### src/design/khm_pkg.sv
// Package for the k-th largest selection unit (min-heap based).
// Holds the controller state type, the item and result structs and fixed field widths.
// Depends on nothing; khm_engine, the top level and the verification files import it.
`default_nettype none

package khm_pkg;

  // Fixed field widths
  localparam int unsigned DataW = 32;
  localparam int unsigned KSelW = 7;

  // Register indexes on the configuration port
  localparam logic RegKSelect = 1'b0;

  // Heap controller states
  typedef enum logic [2:0] {
    ST_IDLE,
    ST_UP_RD,
    ST_UP_CMP,
    ST_DN_RD,
    ST_DN_CMP,
    ST_FIN
  } khm_state_e;

  // One input item
  typedef struct packed {
    logic signed [DataW-1:0] value;
    logic                    last;
  } khm_item_t;

  // One result item
  typedef struct packed {
    logic signed [DataW-1:0] kth_value;
    logic                    too_few;
  } khm_result_t;

endpackage : khm_pkg

`default_nettype wire

### src/design/khm_ram.sv
// Generic synchronous RAM: one write port, two read ports with registered read data.
// Contents are not reset. Depends on nothing.
`default_nettype none

module khm_ram #(
  parameter int unsigned WIDTH = 32,
  parameter int unsigned DEPTH = 64,
  parameter int unsigned AW    = (DEPTH > 1) ? $clog2(DEPTH) : 1
) (
  input  wire logic             clk_i,
  input  wire logic             wr_en_i,
  input  wire logic [AW-1:0]    wr_addr_i,
  input  wire logic [WIDTH-1:0] wr_data_i,
  input  wire logic [AW-1:0]    rd_addr_a_i,
  input  wire logic [AW-1:0]    rd_addr_b_i,
  output logic      [WIDTH-1:0] rd_data_a_o,
  output logic      [WIDTH-1:0] rd_data_b_o
);

  logic [WIDTH-1:0] mem_q [DEPTH];

  // Write port
  always_ff @(posedge clk_i) begin
    if (wr_en_i) begin
      mem_q[wr_addr_i] <= wr_data_i;
    end
  end

  // Registered read ports
  always_ff @(posedge clk_i) begin
    rd_data_a_o <= mem_q[rd_addr_a_i];
    rd_data_b_o <= mem_q[rd_addr_b_i];
  end

endmodule : khm_ram

`default_nettype wire

### src/design/khm_engine.sv
// Heap engine: keeps the min-heap of the k largest values in a RAM and runs
// sift-up on fill and sift-down on root replacement, with a read state and a compare state per heap level.
// Depends on khm_pkg and khm_ram.
`default_nettype none

module khm_engine
  import khm_pkg::*;
#(
  parameter int unsigned HEAP_DEPTH = 64,
  parameter int unsigned CW = $clog2(HEAP_DEPTH + 1)
) (
  input  wire logic          clk_i,
  input  wire logic          rst_ni,
  input  wire logic          clear_i,
  input  wire logic [CW-1:0] k_eff_i,
  input  wire logic          item_valid_i,
  output logic               item_ready_o,
  input  wire khm_item_t     item_i,
  output logic               res_valid_o,
  input  wire logic          res_ready_i,
  output khm_result_t        res_o
);

  localparam int unsigned AW = $clog2(HEAP_DEPTH);

  khm_state_e state_q, state_d;
  logic [CW-1:0]           pos_q, pos_d;
  logic [CW-1:0]           fill_q, fill_d;
  logic signed [DataW-1:0] val_q, val_d;
  logic                    last_q, last_d;
  logic signed [DataW-1:0] root_q, root_d;

  logic             wr_en;
  logic [AW-1:0]    wr_addr;
  logic [DataW-1:0] wr_data;
  logic [AW-1:0]    rd_addr_a, rd_addr_b;
  logic [DataW-1:0] rd_data_a, rd_data_b;

  logic                    accept;
  logic [CW-1:0]           parent;
  logic [CW:0]             child_a, child_b;
  logic                    dn_leaf, use_b, up_stop, dn_stop, fill_open;
  logic signed [DataW-1:0] child_val;
  logic [CW-1:0]           child_pos;

  khm_ram #(
    .WIDTH (DataW),
    .DEPTH (HEAP_DEPTH)
  ) u_heap_ram (
    .clk_i       (clk_i),
    .wr_en_i     (wr_en),
    .wr_addr_i   (wr_addr),
    .wr_data_i   (wr_data),
    .rd_addr_a_i (rd_addr_a),
    .rd_addr_b_i (rd_addr_b),
    .rd_data_a_o (rd_data_a),
    .rd_data_b_o (rd_data_b)
  );

  // Heap index arithmetic and compares
  assign accept    = item_valid_i && item_ready_o;
  assign fill_open = fill_q < k_eff_i;
  assign parent    = (pos_q - CW'(1)) >> 1;
  assign child_a   = {pos_q, 1'b1};
  assign child_b   = child_a + (CW+1)'(1);
  assign dn_leaf   = child_a >= {1'b0, k_eff_i};
  assign use_b     = (child_b < {1'b0, k_eff_i}) && ($signed(rd_data_b) < $signed(rd_data_a));
  assign child_val = use_b ? $signed(rd_data_b) : $signed(rd_data_a);
  assign child_pos = use_b ? child_b[CW-1:0] : child_a[CW-1:0];
  assign up_stop   = $signed(rd_data_a) <= val_q;
  assign dn_stop   = val_q <= child_val;

  // Next state
  always_comb begin
    state_d = state_q;
    unique case (state_q)
      ST_IDLE: begin
        if (accept) begin
          if (fill_open) begin
            state_d = ST_UP_RD;
          end else if (item_i.value > root_q) begin
            state_d = ST_DN_RD;
          end else begin
            state_d = ST_FIN;
          end
        end
      end
      ST_UP_RD:  state_d = (pos_q == '0) ? ST_FIN : ST_UP_CMP;
      ST_UP_CMP: state_d = up_stop ? ST_FIN : ST_UP_RD;
      ST_DN_RD:  state_d = dn_leaf ? ST_FIN : ST_DN_CMP;
      ST_DN_CMP: state_d = dn_stop ? ST_FIN : ST_DN_RD;
      ST_FIN: begin
        if (!last_q || res_ready_i) begin
          state_d = ST_IDLE;
        end
      end
      default: state_d = ST_IDLE;
    endcase
  end

  // Datapath and memory controls
  always_comb begin
    pos_d        = pos_q;
    fill_d       = fill_q;
    val_d        = val_q;
    last_d       = last_q;
    root_d       = root_q;
    wr_en        = 1'b0;
    wr_addr      = pos_q[AW-1:0];
    wr_data      = val_q;
    rd_addr_a    = parent[AW-1:0];
    rd_addr_b    = child_b[AW-1:0];
    item_ready_o = 1'b0;
    res_valid_o  = 1'b0;
    unique case (state_q)
      ST_IDLE: begin
        item_ready_o = 1'b1;
        if (accept) begin
          val_d  = item_i.value;
          last_d = item_i.last;
          if (fill_open) begin
            pos_d  = fill_q;
            fill_d = fill_q + CW'(1);
          end else begin
            pos_d = '0;
          end
        end
      end
      ST_UP_RD: begin
        // Place the value at the root, or fetch the parent
        if (pos_q == '0) begin
          wr_en = 1'b1;
        end
      end
      ST_UP_CMP: begin
        // Stop below a smaller or equal parent, else move the parent down
        wr_en = 1'b1;
        if (!up_stop) begin
          wr_data = rd_data_a;
          pos_d   = parent;
        end
      end
      ST_DN_RD: begin
        // Place the value at a leaf, or fetch both children
        rd_addr_a = child_a[AW-1:0];
        if (dn_leaf) begin
          wr_en = 1'b1;
        end
      end
      ST_DN_CMP: begin
        // Stop when no child is smaller, else move the smaller child up
        wr_en = 1'b1;
        if (!dn_stop) begin
          wr_data = child_val;
          pos_d   = child_pos;
        end
      end
      ST_FIN: begin
        res_valid_o = last_q;
        if (last_q && res_ready_i) begin
          fill_d = '0;
        end
      end
      default: ;
    endcase
    // Mirror the root entry
    if (wr_en && (wr_addr == '0)) begin
      root_d = wr_data;
    end
    // Register write restarts the set
    if (clear_i) begin
      fill_d = '0;
    end
  end

  assign res_o.kth_value = root_q;
  assign res_o.too_few   = fill_open;

  // Control registers
  always_ff @(posedge clk_i or negedge rst_ni) begin
    if (!rst_ni) begin
      state_q <= ST_IDLE;
      fill_q  <= '0;
    end else begin
      state_q <= state_d;
      fill_q  <= fill_d;
    end
  end

  // Payload registers
  always_ff @(posedge clk_i) begin
    pos_q  <= pos_d;
    val_q  <= val_d;
    last_q <= last_d;
    root_q <= root_d;
  end

endmodule : khm_engine

`default_nettype wire

### src/design/kth_largest_min_heap_unit.sv
// K-th largest selection unit: top level with APB register, stream ports and result register.
// Depends on khm_pkg and khm_engine. Reset: k_select = 1, heap empty, RAM not cleared.
// A value at or below the full heap's root is dropped. A fill insert or a root replacement
// walks the heap level by level, with one RAM read state and one compare state per level,
// over at most floor(log2(k)) levels, until a compare ends the walk or it reaches the root
// or a leaf; the result goes into the result register, and a stalled result holds.
`default_nettype none

module kth_largest_min_heap_unit
  import khm_pkg::*;
#(
  parameter int unsigned HEAP_DEPTH = 64
) (
  input  wire logic             clk_i,
  input  wire logic             rst_ni,
  // Input stream
  input  wire logic             s_axis_tvalid,
  output logic                  s_axis_tready,
  input  wire logic [DataW-1:0] s_axis_tdata,   // [31:0] value
  input  wire logic             s_axis_tlast,
  // Result stream
  output logic                  m_axis_tvalid,
  input  wire logic             m_axis_tready,
  output logic      [DataW-1:0] m_axis_tdata,   // [31:0] kth_value
  output logic                  m_axis_tuser,   // [0] too_few
  // Configuration port
  input  wire logic             psel,
  input  wire logic             penable,
  input  wire logic             pwrite,
  input  wire logic [2:0]       paddr,
  input  wire logic [31:0]      pwdata,
  output logic      [31:0]      prdata,
  output logic                  pready
);

  localparam int unsigned CW = $clog2(HEAP_DEPTH + 1);

  logic [KSelW-1:0] k_select_q;
  logic [CW-1:0]    k_eff;
  logic             cfg_wr;
  logic             out_valid_q;
  khm_result_t      out_q;
  khm_result_t      res;
  khm_item_t        item;
  logic             res_valid, res_ready;

  // Register write decode
  assign pready = 1'b1;
  assign cfg_wr = psel && penable && pwrite && pready && (paddr[2] == RegKSelect);
  assign prdata = (paddr[2] == RegKSelect) ? {{(32-KSelW){1'b0}}, k_select_q} : '0;

  always_ff @(posedge clk_i or negedge rst_ni) begin
    if (!rst_ni) begin
      k_select_q <= KSelW'(1);
    end else if (cfg_wr) begin
      k_select_q <= pwdata[KSelW-1:0];
    end
  end

  // Clamp k into 1..HEAP_DEPTH
  always_comb begin
    if (k_select_q == '0) begin
      k_eff = CW'(1);
    end else if (32'(k_select_q) > 32'(HEAP_DEPTH)) begin
      k_eff = CW'(HEAP_DEPTH);
    end else begin
      k_eff = CW'(k_select_q);
    end
  end

  assign item.value = s_axis_tdata;
  assign item.last  = s_axis_tlast;

  khm_engine #(
    .HEAP_DEPTH (HEAP_DEPTH)
  ) u_engine (
    .clk_i        (clk_i),
    .rst_ni       (rst_ni),
    .clear_i      (cfg_wr),
    .k_eff_i      (k_eff),
    .item_valid_i (s_axis_tvalid),
    .item_ready_o (s_axis_tready),
    .item_i       (item),
    .res_valid_o  (res_valid),
    .res_ready_i  (res_ready),
    .res_o        (res)
  );

  // Result register: load when empty or being drained
  assign res_ready = !out_valid_q || m_axis_tready;

  always_ff @(posedge clk_i or negedge rst_ni) begin
    if (!rst_ni) begin
      out_valid_q <= 1'b0;
    end else if (res_ready) begin
      out_valid_q <= res_valid;
    end
  end

  always_ff @(posedge clk_i) begin
    if (res_ready && res_valid) begin
      out_q <= res;
    end
  end

  assign m_axis_tvalid = out_valid_q;
  assign m_axis_tdata  = out_q.kth_value;
  assign m_axis_tuser  = out_q.too_few;

  // An accepted item keeps the engine busy in the cycle after it is taken
  assert property (@(posedge clk_i) disable iff (!rst_ni)
    s_axis_tvalid && s_axis_tready |=> !s_axis_tready)
    else $error("engine took a second item while still working");

  // Clamped rank stays inside the heap
  assert property (@(posedge clk_i) disable iff (!rst_ni)
    (k_eff != '0) && (32'(k_eff) <= 32'(HEAP_DEPTH)))
    else $error("effective rank out of range");

  // With k of one every set fills the heap
  assert property (@(posedge clk_i) disable iff (!rst_ni)
    m_axis_tvalid && (k_eff == CW'(1)) |-> !m_axis_tuser)
    else $error("too_few flagged with rank one");

endmodule : kth_largest_min_heap_unit

`default_nettype wire

### config.mk
export PLATFORM = sky130hd
export DESIGN_NAME = kth_largest_min_heap_unit
export DESIGN_NICKNAME = d
export VERILOG_FILES = /design/src/design/khm_pkg.sv /design/src/design/khm_ram.sv /design/src/design/khm_engine.sv /design/src/design/kth_largest_min_heap_unit.sv
export SDC_FILE = /design/constraint.sdc
export NUM_CORES = 2
export LEC_CHECK = 0
export BUFFER_PORTS_ARGS = -buffer_cell sky130_fd_sc_hd__buf_2
export CORE_MARGIN = 4
export CORE_UTILIZATION = 30
export CTS_BUF_LIST = sky130_fd_sc_hd__clkbuf_8
export DETAILED_ROUTE_END_ITERATION = 10
export GPL_ROUTABILITY_DRIVEN = 0
export PLACE_DENSITY = 0.47
export SKIP_LAST_GASP = 1
export SLEW_MARGIN = 20
export SYNTH_ARGS = -nofsm -noshare
export SYNTH_HDL_FRONTEND = slang
export SYNTH_SLANG_ARGS = --single-unit
export TNS_END_PERCENT = 100
### constraint.sdc
create_clock -name clk_i -period 7.35 [get_ports clk_i]
set_input_delay 0.3675 -clock clk_i [delete_from_list [all_inputs] [get_ports clk_i]]
set_output_delay 0.3675 -clock clk_i [all_outputs]
set_load 0.01 [all_outputs]
# Word-level counts from Yosys, hierarchy flattened
# Memory sizes are Yosys's and may differ from the RTL's. A register that Yosys moved wholly into a read port is not among the register bits.
# Index checks and enable logic that the tools add are counted.
op_classes:
  mux: 35
  reduce_logical: 23
  n_addsub: 3
  eq_ne: 12
  order_cmp: 8
  bitwise: 1
ops:
  columns: ["cell", "n"]
  rows:
  - ["$mux 32", 3]
  - ["$mux 7", 12]
  - ["$le 32x32->1", 2]
  - ["$pmux 32 s2", 1]
  - ["$gt 32x32->1", 1]
  - ["$lt 32x32->1", 1]
  - ["$mux 3", 7]
  - ["$pmux 7 s3", 1]
  - ["$pmux 3 s6", 1]
  - ["$logic_not 7->1", 2]
  - ["$pmux 7 s2", 1]
  - ["$ne 3x2->1 const B", 3]
  - ["$add 8x1->8 const B", 1]
  - ["$ge 8x7->1", 1]
  - ["$logic_and 1x1->1", 8]
  - ["$lt 8x7->1", 1]
  - ["$reduce_and 4->1", 2]
  - ["$add 7x1->7 const B", 1]
  - ["$gt 7x7->1 const B", 1]
  - ["$lt 7x7->1", 1]
  - ["$mux 1", 7]
  - ["$sub 7x1->7 const B", 1]
  - ["$eq 3x2->1 const B", 2]
  - ["$eq 3x3->1 const B", 2]
  - ["other kinds (13)", 19]
word_totals:
  ram_bits: 2048
  word_cells: 93
  mem_count: 1
  out_inout_bits: 68
  ff_bits: 123
  inputBits: 75
memory_table:
  columns: ["memory", "words", "word_bits", "read_ports", "rd_clocked_by_memory_dff", "write_ports", "line", "rtl"]
  rows:
  - ["u_engine.u_heap_ram.mem_q", 64, 32, 2, 2, 1, "khm_ram.sv:20", "logic [WIDTH-1:0] mem_q [DEPTH];"]

# Logic depth before layout (Yosys ltp)
depth:
  depth_word: 9
  ltp_mapped: 28
  ltp_nobuf: 21

# By module
# A second synthesis with hierarchy kept.
hier_totals:
  cells_unflattened: 5326
  area_unflattened_um2: 105050.8
by_module_without_submodules:
  columns: ["mod", "cells_each", "area_per_inst_um2", "seq_area_each_um2", "instances"]
  rows:
  - ["khm_ram", 4412, 95660.5, 62780.2, 1]
  - ["khm_engine", 817, 7744.9, 2412.3, 1]
  - ["kth_largest_min_heap_unit", 97, 1645.3, 1192.4, 1]

# Worst setup path after synthesis
# OpenSTA, ideal clock, no wires.
synth_timing:
  path_kind: "reg-to-reg"
  start: "register u_engine.pos_q[0]"
  end: "register u_engine.root_q[0] (data pin)"
  n_path_buf: 7
  synth_period_minus_slack_ns: 6.591
  arrival_ns: 6.222
  path_stages_with_launch: 27
  path_slack_ns: 0.759
  setup_time_ns: 0.369
  required_ns: 6.981
  cell_sequence: "edfxtp_1 buf_2 nand3_1 xnor2_1 buf_2 buf_2 ha_1 nand2_1 nor2_1 a21oi_1 and3_1 o2111ai_1 mux2i_1 clkbuf_1 buf_2 buf_2 mux2i_1 ha_1 a21oi_1 o21ai_0 a221o_1 a221oi_1 o21ai_0 and2_1 a21oi_1 buf_2 a221o_1"
synth_between:
  elab_chain_cells: 7
synth_lines:
  columns: ["item", "line", "rtl"]
  rows:
  - ["start, declared", "khm_engine.sv:27", "logic [CW-1:0] pos_q, pos_d;"]
  - ["start signal, assigned", "khm_engine.sv:192", "pos_q <= pos_d;"]
  - ["$add 8x1->8 *", "khm_engine.sv:65", "assign child_b = child_a + (CW+1)'(1);"]
  - ["$lt 8x7->1 *", "khm_engine.sv:67", "assign use_b = (child_b < {1'b0, k_eff_i}) && ($signed(rd_data_b) < $signed(rd_data_a));"]
  - ["$logic_and 1x1->1 *", "khm_engine.sv:67", null]
  - ["$mux 32 *", "khm_engine.sv:68", "assign child_val = use_b ? $signed(rd_data_b) : $signed(rd_data_a);"]
  - ["$le 32x32->1", "khm_engine.sv:71", "assign dn_stop = val_q <= child_val;"]
  - ["$mux 32 *", "khm_engine.sv:153", "if (!dn_stop) begin"]
  - ["$pmux 32 s2 *", "khm_engine.sv:115", "unique case (state_q)"]
  - ["net u_engine.u_heap_ram.wr_data_i[0]", "khm_ram.sv:13", "input wire logic [WIDTH-1:0] wr_data_i,"]
  - ["end signal, assigned", "khm_engine.sv:195", "root_q <= root_d;"]
  - ["end, declared", "khm_engine.sv:31", "logic signed [DataW-1:0] root_q, root_d;"]
# The timed path passes the listed nets; every way through them passes the cells marked *.
# A chain may end at the register's enable or synchronous reset.

# Worst setup path in the final report
layout_timing:
  start: "register u_engine.u_heap_ram.rd_data_a_o[5], read port of u_engine.u_heap_ram.mem_q"
  end: "memory u_engine.u_heap_ram.mem_q[45][3] (data pin)"
layout_between:
  elab_chain_cells: 6
  word_cells_on_any_way: 8
  cone_classes: "3 x order compare; 4 x mux; 1 x reduce/logical"
layout_lines:
  columns: ["item", "line", "rtl"]
  rows:
  - ["start, declared", "khm_ram.sv:16", "output logic [WIDTH-1:0] rd_data_a_o,"]
  - ["$lt 32x32->1", "khm_engine.sv:67", null]
  - ["$logic_and 1x1->1", "khm_engine.sv:67", null]
  - ["$mux 32", "khm_engine.sv:68", null]
  - ["$le 32x32->1", "khm_engine.sv:71", null]
  - ["$mux 32", "khm_engine.sv:153", null]
  - ["$pmux 32 s2 *", "khm_engine.sv:115", null]
  - ["net u_engine.u_heap_ram.wr_data_i[3]", "khm_ram.sv:13", null]
  - ["end, declared", "khm_ram.sv:20", null]
# Marked as above.

==> results.cfg <==
[outcome]
outcome = finished with violations
violations = DRC

[global_routing]
grtUsageMet1_pct = 25.7
grt_max_degree = 99
grt.busiest_layer = met2
overflow = 0
use_met2_pct = 31.6
grt_pass1_vias = 54105
grt_pass1_wl_um = 443000
grt_use_total_pct = 19.0
antenna_found_initial = 19
use_met3_pct = 3.08

[sta]
fin_skew_ns = 0.0680
post-route-period-util_pct = 93.8
maxSlewViolCount = 0
finalCriticalPeriod_ns = 6.89
final.setup.tns_ns = 0
setup_viol = 0
tightest_slew_ns = 1.45
fmax_mhz = 145
rsz0062_at_grt = false
max_slew_margin_pct = 3.53
whs_ns = 0.113
hold_viol = 0

[clock_tree]
postCtsSetupRepairBufs = 0
clkSlewWorstSetupHoldPaths_ns = 0.06
cts.sinks = 2235
tritoncts = built
clock_latency_ns = 1.00
cts.htree.levels = 5
clockBufferDepth = 4
cts_root_buffer = clkbuf_8
cts_inserted_buffers = 378

[synthesis]
synth_mux_area_share_pct = 21.9
synth_top_flop_cell = edfxtp_1
ys_seq_elements = 2235
async_reset_ff_share_pct = 0.805
synth_xor_area_share_pct = 0.144
yosysWarnings = 0
synth_seq_area_share_pct = 68.6
syn-cell-area_sq_um = 96700
synth-simple-area-share_pct = 2.30
synth_edf_count = 2153
synth_compound_area_share_pct = 2.92
synth_top_family_by_area = multiplexers
yosysTopAreaCell = edfxtp_1
synthAdderAreaFrac_pct = 1.93
post_synth_num_cell_types = 76
synth_area_leaders = edfxtp_1, mux4_2, mux2i_1, ha_1, dfxtp_1
yosysTopAreaCellShare_pct = 66.8
syn_avg_cell_area_sq_um = 20.4
syn_inst = 4739

[floorplan]
die_w_um = 576
dieArea_sq_um = 332000
start_util_pct = 30.1
ios = 143
row_count = 208
die_h_um = 576
coreArea_sq_um = 321000

[place]
dp_hpwl_um = 180000
placed_area_sq_um = 103000
io_buffers = 89
dp.cells = 9046

[final_layout]
fill_cells = 30171
drive_gt1_share_pct = 32.1
final_area_sq_um = 111000
final_nets = 5397
final_cells = 9788
area_growth_pct = 14.7

[flow_run]
drv_cap = 0

[critical_path]
crit_path_start_kind = flop
end_kind = flop
rrSetupSlack_ns = 0.46
worstPathArrival_ns = 7.54
crit_type = reg2reg
r2r_start = u_engine.u_heap_ram.rd_data_a_o[5]
startpoint = u_engine.u_heap_ram.rd_data_a_o[5]
worstPathRequired_ns = 7.99
path_max_fanout = 64

[drt]
postRouteAntennaNets = 0
firstDrtPassIters = 8
wirelength_um = 323000
initialDrtViolationCount = 5493
drc = 1
routed_via_density = 5.40
wl_per_cell_um = 33.0
vias = 52809

[power_and_ir_drop]
power_density_nw_per_um2 = 524
ir_worst_vdd_mv = 0.681
leakagePower_uw = 0.0363
power.total_uw = 58200

[min_path]
worstHoldStart = s_axis_tdata[27]
min_path_type = in2reg
## worst max-delay path, stage by stage, from the launching register on
cell and delay, ns:
dfxtp_1 0.40, inv_1 0.06, ha_1 0.29, a21oi_1 0.15, o21ai_0 0.15, a221oi_1 0.34
o211ai_1 0.29, a211oi_2 0.42, mux2i_4 0.65, buf_4 0.33, mux2i_1 0.24, ha_1 0.29
a21oi_1 0.14, nand2_1 0.08, a221o_1 0.30, a221oi_1 0.51, o21ai_0 0.23, and2_1 0.26
a21oi_4 0.18, buf_4 0.22, buf_4 0.18, a221o_2 0.18, buf_4 0.53
## cell type report
cell class | count | area [sq um] | area share (%)
Inverter | 119 | 447 | 0.403
Clock buffer | 388 | 5340 | 4.81
Tap cell | 4305 | 5390 | 4.86
Timing Repair Buffer | 349 | 2800 | 2.53
Multi-Input combinational cell | 2090 | 29000 | 26.1
Antenna cell | 13 | 32.5 | 0.0293
Sequential cell | 2235 | 66400 | 59.8
Clock inverter | 289 | 1580 | 1.42
## sequential cells by signal, indices dropped and copies added (netlist names)
signal	flops
m_axis_tuser	1
u_engine.root_q	32
m_axis_tdata	32
u_engine.u_heap_ram.mem_q	2048
u_engine.fill_q	7
u_engine.pos_q	7
k_select_q	7
u_engine.u_heap_ram.rd_data_b_o	32
u_engine.state_q	3
u_engine.u_heap_ram.rd_data_a_o	32
u_engine.val_q	32
m_axis_tvalid	1
u_engine.last_q	1
## metal layers
layer  part of all wire (%)  vias to the layer above
li1                       -                    21068
met1                     42                    29044
met2                     49                     2230
met3                    6.6                      467
met4                    2.7                        0
met5                      0                        -
## path summary, 6_finish.rpt
kind,to,cells after the start
worst max-delay path,u_engine.u_heap_ram.mem_q[45][3],22
worst min-delay path,u_engine.val_q[27],2
worst max register to register,u_engine.u_heap_ram.mem_q[45][3],22
worst min register to register,m_axis_tdata[28],0
max in group asynchronous,u_engine.fill_q[6],4
min in group asynchronous,k_select_q[0],3
## layout by cell type, fill, tap and decap left out, types with 9 or more instances in the layout
| cell | n |
|---|---|
| edfxtp_1 | 2153 |
| mux4_2 | 830 |
| clkbuf_8 | 388 |
| mux2i_1 | 228 |
| inv_1 | 205 |
| buf_4 | 186 |
| ha_1 | 148 |
| nand2_1 | 144 |
| clkinv_1 | 112 |
| a221oi_1 | 103 |
| buf_2 | 89 |
| and3_1 | 68 |
| dfxtp_1 | 64 |
| a21oi_1 | 60 |
| o21ai_0 | 60 |
| clkinv_2 | 57 |
| dlygate4sd3_1 | 47 |
| nor3_2 | 45 |
| o21ai_1 | 38 |
| nor2_1 | 33 |
| a22o_1 | 32 |
| conb_1 | 26 |
| nand4_1 | 24 |
| a221o_2 | 24 |
| nand3_1 | 23 |
| buf_12 | 23 |
| nor2_4 | 22 |
| a21o_1 | 17 |
| dfrtp_1 | 17 |
| nor3_1 | 15 |
| diode_2 | 13 |
| bufinv_16 | 13 |
| clkinvlp_4 | 11 |
| nor2b_1 | 9 |
| or3_1 | 9 |
## cell families after synthesis
kind of cell,after synthesis
xor gates and xnor gates,15
DFF,2235
buffers and inverters,438
adders and majority gates,149
other,2
muxes,1070
AOI/OAI and AO/OA,389
and+or+nand+nor,441
## through the flow
step,worst slack (ns),utilization (%)
finish,0.455,34.5
global route,0.0514,34.5
CTS,0.182,34.5
detailed placement,0.257,32.2
global placement,0.278,32.2
floorplan,0.759,-
## repair_timing
item                      CTS  global route
gates resized for setup     0             0
hold buffers               47             0
hold endpoints to repair   68             0
## synth_stat cells (all sizes together) (64+ instances only)
cell,instances
buf,228
dfxtp,64
clkbuf,91
nand2,150
mux2i,230
edfxtp,2153
o21ai,98
and3,68
ha,149
inv,119
nor3,65
a221oi,103
mux4,832
## where the power goes
part	internal, uW	leakage, uW	switching [uW]
clock	5360	0.00388	5170
combinational	12000	0.0123	18100
sequential	17100	0.0202	482
total	34400	0.0363	23700
Power figures use the tool's default switching activity.
